--- src/sv/lmfe_pkg.sv ---
// Types, constants and helper functions of the LIN master frame encoder.
`timescale 1ns / 1ps

package lmfe_pkg;

	localparam logic [7:0] BREAK_BYTE = 8'h00;
	localparam logic [7:0] SYNC_BYTE  = 8'h55;
	localparam int         NUM_DATA   = 8;
	localparam int         IDX_W      = $clog2(NUM_DATA);

	typedef enum logic [2:0] {
		ST_IDLE,
		ST_BREAK,
		ST_SYNC,
		ST_PID,
		ST_DATA,
		ST_CKSUM
	} state_t;

	typedef enum logic [2:0] {
		SRC_BREAK,
		SRC_SYNC,
		SRC_PID,
		SRC_DATA,
		SRC_CKSUM
	} src_t;

	typedef struct packed {
		logic strobe;
		src_t src;
		logic accumulate;
		logic load;
	} ctrl_t;

	// Protected identifier: parity P0 in bit 6, inverted parity P1 in bit 7.
	function automatic logic [7:0] protect_id(input logic [5:0] id);
		logic p0;
		logic p1;
		p0 = id[0] ^ id[1] ^ id[2] ^ id[4];
		p1 = ~(id[1] ^ id[3] ^ id[4] ^ id[5]);
		return {p1, p0, id};
	endfunction

	// Index of the last data byte for a nonzero length code (1, 3 or 7).
	function automatic logic [IDX_W-1:0] last_index(input logic [1:0] code);
		return {code == 2'd3, code[1], 1'b1};
	endfunction

endpackage

--- src/sv/lmfe_eac_unit.sv ---
// Shared end-around-carry byte adder used for the checksum accumulation.
`timescale 1ns / 1ps

module lmfe_eac_unit (
	input  logic [7:0] acc,
	input  logic [7:0] operand,
	output logic [7:0] sum
);

	logic [8:0] raw;

	// A carry out of bit 7 is folded back in, which is the same as taking 255 off.
	assign raw = {1'b0, acc} + {1'b0, operand};
	assign sum = raw[7:0] + {7'd0, raw[8]};

endmodule

--- src/sv/lmfe_seq.sv ---
// Sequencer that walks one frame request through its transmit bytes.
`timescale 1ns / 1ps

module lmfe_seq (
	input  logic               clk,
	input  logic               arst_n,
	input  logic               start,
	input  logic [1:0]         length_code,
	output logic               busy,
	output lmfe_pkg::ctrl_t    ctrl
);

	import lmfe_pkg::*;

	state_t            state_q;
	state_t            state_next;
	logic [1:0]        len_q;
	logic [IDX_W-1:0]  cnt_q;
	logic              load;

	// The checksum cycle is the last of a frame, so a new request may start there.
	assign busy = (state_q != ST_IDLE) && (state_q != ST_CKSUM);
	assign load = start && !busy;

	always_comb begin
		state_next = state_q;
		case (state_q)
			ST_IDLE:  state_next = load ? ST_BREAK : ST_IDLE;
			ST_BREAK: state_next = ST_SYNC;
			ST_SYNC:  state_next = ST_PID;
			ST_PID:   state_next = (len_q == 2'd0) ? ST_CKSUM : ST_DATA;
			ST_DATA:  state_next = (cnt_q == last_index(len_q)) ? ST_CKSUM : ST_DATA;
			ST_CKSUM: state_next = load ? ST_BREAK : ST_IDLE;
			default:  state_next = ST_IDLE;
		endcase
	end

	always_comb begin
		ctrl            = '0;
		ctrl.load       = load;
		ctrl.strobe     = (state_q != ST_IDLE);
		ctrl.accumulate = (state_q == ST_DATA);
		case (state_q)
			ST_BREAK: ctrl.src = SRC_BREAK;
			ST_SYNC:  ctrl.src = SRC_SYNC;
			ST_PID:   ctrl.src = SRC_PID;
			ST_DATA:  ctrl.src = SRC_DATA;
			ST_CKSUM: ctrl.src = SRC_CKSUM;
			default:  ctrl.src = SRC_BREAK;
		endcase
	end

	always_ff @(posedge clk or negedge arst_n) begin
		if (!arst_n) begin
			state_q <= ST_IDLE;
			len_q   <= 2'd0;
			cnt_q   <= '0;
		end else begin
			state_q <= state_next;
			if (load) begin
				len_q <= length_code;
			end
			if (state_q == ST_DATA) begin
				cnt_q <= cnt_q + 1'b1;
			end else begin
				cnt_q <= '0;
			end
		end
	end

endmodule

--- src/sv/lin_master_frame_encoder_unit.sv ---
// Top level of the LIN master frame encoder: request capture, byte shifter and output select.
`timescale 1ns / 1ps
// The break word appears on the cycle after start is taken, then one word per cycle.
// A frame with n data bytes gives 4 + n words (4 to 12) in consecutive cycles.
// The sequencer steps one word per cycle and takes a new request only in idle or on the checksum word.
// busy drops during the checksum cycle, so the next request may follow without a gap.
// Reset (arst_n low, asynchronous) returns the sequencer to idle with no word pending.

module lin_master_frame_encoder_unit (
	input  logic       clk,
	input  logic       arst_n,
	input  logic       start,
	output logic       busy,
	input  logic [5:0] frame_id,
	input  logic [1:0] length_code,
	input  logic       enhanced_checksum,
	input  logic [7:0] data_byte_0,
	input  logic [7:0] data_byte_1,
	input  logic [7:0] data_byte_2,
	input  logic [7:0] data_byte_3,
	input  logic [7:0] data_byte_4,
	input  logic [7:0] data_byte_5,
	input  logic [7:0] data_byte_6,
	input  logic [7:0] data_byte_7,
	output logic       strobe,
	output logic [7:0] tx_byte,
	output logic       at_break_rate,
	output logic       last_of_frame
);

	import lmfe_pkg::*;

	ctrl_t      ctrl;
	logic [7:0] pid_q;
	logic [7:0] sum_q;
	logic [7:0] sum_next;
	logic [7:0] data_q [NUM_DATA];
	logic [7:0] pid_in;

	// The sequencer owns the frame position; the datapath below only follows its controls.
	lmfe_seq u_seq (
		.clk         (clk),
		.arst_n      (arst_n),
		.start       (start),
		.length_code (length_code),
		.busy        (busy),
		.ctrl        (ctrl)
	);

	// One adder serves every data byte: the running sum and the byte at the shifter head.
	lmfe_eac_unit u_eac (
		.acc     (sum_q),
		.operand (data_q[0]),
		.sum     (sum_next)
	);

	assign pid_in = protect_id(frame_id);

	// Payload registers. On a request they capture the data bytes and seed the checksum with
	// the protected identifier in enhanced mode or with zero in classic mode. While data
	// words go out, the bytes shift toward the head, which is both the output and the adder
	// operand. Bytes past the length code are simply never shifted out.
	always_ff @(posedge clk) begin
		if (ctrl.load) begin
			pid_q     <= pid_in;
			sum_q     <= enhanced_checksum ? pid_in : 8'h00;
			data_q[0] <= data_byte_0;
			data_q[1] <= data_byte_1;
			data_q[2] <= data_byte_2;
			data_q[3] <= data_byte_3;
			data_q[4] <= data_byte_4;
			data_q[5] <= data_byte_5;
			data_q[6] <= data_byte_6;
			data_q[7] <= data_byte_7;
		end else if (ctrl.accumulate) begin
			sum_q <= sum_next;
			for (int i = 0; i < NUM_DATA - 1; i++) begin
				data_q[i] <= data_q[i + 1];
			end
			data_q[NUM_DATA - 1] <= 8'h00;
		end
	end

	// The output word comes straight from registers through one select, so each word is
	// valid for exactly the cycle in which strobe is high.
	always_comb begin
		case (ctrl.src)
			SRC_BREAK: tx_byte = BREAK_BYTE;
			SRC_SYNC:  tx_byte = SYNC_BYTE;
			SRC_PID:   tx_byte = pid_q;
			SRC_DATA:  tx_byte = data_q[0];
			SRC_CKSUM: tx_byte = ~sum_q;
			default:   tx_byte = BREAK_BYTE;
		endcase
	end

	assign strobe        = ctrl.strobe;
	assign at_break_rate = ctrl.strobe && (ctrl.src == SRC_BREAK);
	assign last_of_frame = ctrl.strobe && (ctrl.src == SRC_CKSUM);

endmodule

--- config.mk ---
export PLATFORM = sky130hd
export DESIGN_NAME = lin_master_frame_encoder_unit
export DESIGN_NICKNAME = d
export VERILOG_FILES = /design/src/sv/lmfe_pkg.sv /design/src/sv/lmfe_eac_unit.sv /design/src/sv/lmfe_seq.sv /design/src/sv/lin_master_frame_encoder_unit.sv
export SDC_FILE = /design/constraint.sdc
export NUM_CORES = 1
export LEC_CHECK = 0
export BUFFER_PORTS_ARGS = -buffer_cell sky130_fd_sc_hd__buf_2
export CORE_MARGIN = 2
export CORE_UTILIZATION = 56
export DETAILED_ROUTE_END_ITERATION = 16
export PLACE_DENSITY_LB_ADDON = 0.08
export SLEW_MARGIN = 0
export SYNTH_ARGS = -nofsm -noshare
export SYNTH_HDL_FRONTEND = slang
export SYNTH_HIERARCHICAL = 1
export SYNTH_SLANG_ARGS = --single-unit
--- constraint.sdc ---
create_clock -name clk -period 3.4 [get_ports clk]
set_clock_uncertainty 0.2 [all_clocks]
set_input_delay 0.51 -clock clk [delete_from_list [all_inputs] [get_ports clk]]
set_output_delay 0.51 -clock clk [all_outputs]
set_load 0.03 [all_outputs]
==> reports/metrics.yaml <==
nets: 497
root_buffer: "sky130_fd_sc_hd__clkbuf_8"
syn_avg_cell_area_sq_um: 14.30
fin_cells: 519
globalRoute.totalOverflow: 0
worst-path-max-fanout: 3
crit_path_end_kind: "flop"
placed_cells: 502
final_antenna_net_count: 0
max_cap_viols: 0
buffers_and_inverters_on_the_worst_path: 0
hold_path.class: "in -> reg"
cts.path.max_buffers: 2
timing.slew.headroom_pct: 51.53
synth_area_leaders: "sky130_fd_sc_hd__edfxtp_1, sky130_fd_sc_hd__mux2_2, sky130_fd_sc_hd__mux2_4, sky130_fd_sc_hd__dfrtp_1, sky130_fd_sc_hd__ha_1"
yosys.area.top_type_share_pct: 52.32
timing.fmax_mhz: 310.7
synth-seq-area-share_pct: 56.68
min-delay-start: "frame_id[0]"
crit_arrival_ns: 3.14
reg2reg_to: "sum_q[6]"
antenna_found_initial: 1
yosysTopAreaCell: "sky130_fd_sc_hd__edfxtp_1"
rows: 33
cp_cell_instances: "ha_2, fa_2, nand3_1, a21oi_2, o221ai_2, nand2b_1, a21o_1, ha_1, ha_1, nand2_1, nor3_2, nand3_1, xor2_1, nor2b_1, a31o_2"
total_switching_power_mw: 2.016
cell_internal_pwr_mw: 3.174
grt_setup_unrepaired: "false"
worst-slew-pin-transition_ns: 0.7270
part_of_the_power_in_registers_pct: 37.9
final_hold_viol_count: 0
floorplan.initialDensity_pct: 56.74
min_to: "pid_q[0]"
ys_async_sr_fraction_pct: 9.091
numCtsBuffers: 9
fin_crit_ns: 3.219
dominantRegCellSynth: "sky130_fd_sc_hd__edfxtp_1"
crit_family: "adder cells"
clock_power_share_pct: 14.3
cts_max_level: 3
gp_routability_congestion: 0.8356
global_route.usage.total_pct: 19.87
num_antenna_cells: 0
clk_transition_reported_paths_ns: 0.09
slowest_stage: "sky130_fd_sc_hd__edfxtp_1"
area.growth.synth_to_final_pct: 16.08
mappedNetlistNets: 409
outcome: "finished, final reports clean"
synth_warnings: 6
min_path_cells: 1
power-per-cell-area_nw_per_um2: 973.7
routed_wire_length_per_instance_microns: 16.64
drc: 0
detailroute.via_count: 2821
drive_gt1_share_pct: 46.14
tritoncts: "built"
number_of_drc_markers_after_the_initial_detailed_route_iteration: 100
design.core.area_sq_um: 8093
peakVddDrop_mv: 0.3472
worstSetupStartpointType: "flop"
num-fill-cells: 671
dieArea_sq_um: 8940
post-cts-setup-buffers: 0
clkLatencyLatePin_ns: 0.36
post-dp-hpwl_microns: 6234
die_w_microns: 94.55
grt_pass1_wl_microns: 13220
routed_via_density: 5.435
slowest_delay_ns: 0.41
post-layout-total-power_mw: 5.190
grt_max_degree: 49
layout_worst_path_cycle_share_pct: 94.67
number_of_enable_type_register_cells_in_the_synthesized_netlist: 80
critPathKind: "reg -> reg"
die_y_microns: 94.55
power_leakage_nw: 2.162
synth.cell_area_sq_um: 4592
fraction_of_power_spent_switching_nets_pct: 38.85
postSynthCellCount: 321
detail_route.wirelength_microns: 8635
synth-seq-cells: 88
comb_power_share_pct: 47.8
report.final.setup_viol: 0
worst-endpoint-required_ns: 3.32
holdWs_ns: 0.1717
synth.distinct_cells: 57
ioPinCount: 88
reg2reg_depth: 15
numPortBuffers: 87
vias_in_the_first_global_route: 2687
maxSlewViolCount: 0
timing.rr.start: "sum_q[0]"
final_layout_setup_total_negative_slack_ns: 0
reg2reg_slack_ns: 0.18
cts_sinks: 88
drt-pass1-iter-count: 4
## metrics by stage
stage               util, %  setup WS (ns)  cell area [sq um]
floorplan                 -         0.2583               4592
global placement      63.11         0.1795               5107
detailed placement    63.11         0.1022               5107
CTS                   65.74        0.08285               5320
global route          65.86       0.009228               5330
finish                65.86         0.1811               5330
## layer usage
layer	track usage (%)	vias up	wire length, microns
li1	-	1379	-
met4	6.401	0	119
met3	6.065	9	582
met1	25.80	1352	3747
met2	32.14	81	4186
met5	0	-	0
## logic make-up after synthesis
group	Yosys count	share of synthesized area [%]
xor+xnor	17	3.406
compound gates	44	7.412
fa+ha+maj	12	3.433
buf+inv	26	3.188
mux	58	16.02
simple gates	76	9.864
flops	88	56.68
## final cells by class
type	count	area [sq um]	area share (%)
clock buffers	10	127.6	2.394
clock inverters	6	75.07	1.408
inverters	8	30.03	0.5634
multi-input cells	207	1853	34.77
flip-flops and latches	88	2603	48.83
well taps	105	131.4	2.465
repair buffers	95	510.5	9.577
## state kept, by name, indices dropped and copies added, names as in the netlist
| register | flops |
|---|---|
| data_q | 64 |
| pid_q | 8 |
| sum_q | 8 |
| u_seq/cnt_q | 3 |
| u_seq/len_q | 2 |
| u_seq/state_q | 3 |
## power by group through the flow
stage | Sequential, mW | Combinational (mW) | Clock (mW)
after floorplan | 1.91 | 1.95 | 0
after global placement | 1.97 | 2.42 | 0
after detailed placement | 1.99 | 2.45 | 0
after CTS | 1.97 | 2.47 | 0.762
after global routing | 2.01 | 2.70 | 0.806
final | 1.97 | 2.48 | 0.742
## worst max path at each step
stage | from | to | slack, ns | cells past startpoint
2_1_floorplan | sum_q[0] | sum_q[6] | 0.26 | 15
3_3_place_gp | sum_q[0] | sum_q[6] | 0.18 | 15
3_5_place_dp | data_q[0][0] | sum_q[6] | 0.10 | 15
4_1_cts | data_q[0][0] | sum_q[6] | 0.08 | 15
5_1_grt | sum_q[0] | sum_q[6] | 0.009 | 15
6_report | sum_q[0] | sum_q[6] | 0.18 | 15
## layout by cell type, fill, tap and decap left out, types with 7 or more instances in the layout
cell                       instances
sky130_fd_sc_hd__a21oi_1          11
sky130_fd_sc_hd__and2_1           10
sky130_fd_sc_hd__buf_2            87
sky130_fd_sc_hd__clkbuf_8          9
sky130_fd_sc_hd__dfrtp_1           8
sky130_fd_sc_hd__edfxtp_1         80
sky130_fd_sc_hd__ha_1             10
sky130_fd_sc_hd__inv_1             7
sky130_fd_sc_hd__mux2_2           36
sky130_fd_sc_hd__mux2_4           22
sky130_fd_sc_hd__nand3_1          13
sky130_fd_sc_hd__nor2_1           16
sky130_fd_sc_hd__o21ai_0          10
sky130_fd_sc_hd__xnor2_1           9
sky130_fd_sc_hd__xor2_1            7
## synth_stat cells, types with 2 or more instances
library cell	instances
sky130_fd_sc_hd__nor3_1	3
sky130_fd_sc_hd__and2_1	10
sky130_fd_sc_hd__or2_2	2
sky130_fd_sc_hd__inv_1	7
sky130_fd_sc_hd__o32ai_1	4
sky130_fd_sc_hd__o21ai_0	10
sky130_fd_sc_hd__nand2b_1	2
sky130_fd_sc_hd__o2111ai_1	2
sky130_fd_sc_hd__buf_2	6
sky130_fd_sc_hd__xor2_1	7
sky130_fd_sc_hd__dfrtp_1	8
sky130_fd_sc_hd__buf_6	5
sky130_fd_sc_hd__and3_1	4
sky130_fd_sc_hd__nand3_1	13
sky130_fd_sc_hd__ha_1	11
sky130_fd_sc_hd__edfxtp_1	80
sky130_fd_sc_hd__nor2b_1	5
sky130_fd_sc_hd__nor3b_1	4
sky130_fd_sc_hd__mux2_2	36
sky130_fd_sc_hd__a31o_2	2
sky130_fd_sc_hd__mux2_4	22
sky130_fd_sc_hd__xnor2_1	9
sky130_fd_sc_hd__nand2_1	6
sky130_fd_sc_hd__a21oi_1	11
sky130_fd_sc_hd__nor2_1	16
sky130_fd_sc_hd__clkbuf_1	5
## repair_timing
action,in CTS,in global routing
hold buffers,1,0
endpoints found under the hold margin,8,0
endpoints found under the setup margin,0,2
gates resized for setup,0,3
No activity file was read; power rests on OpenSTA's default activity.
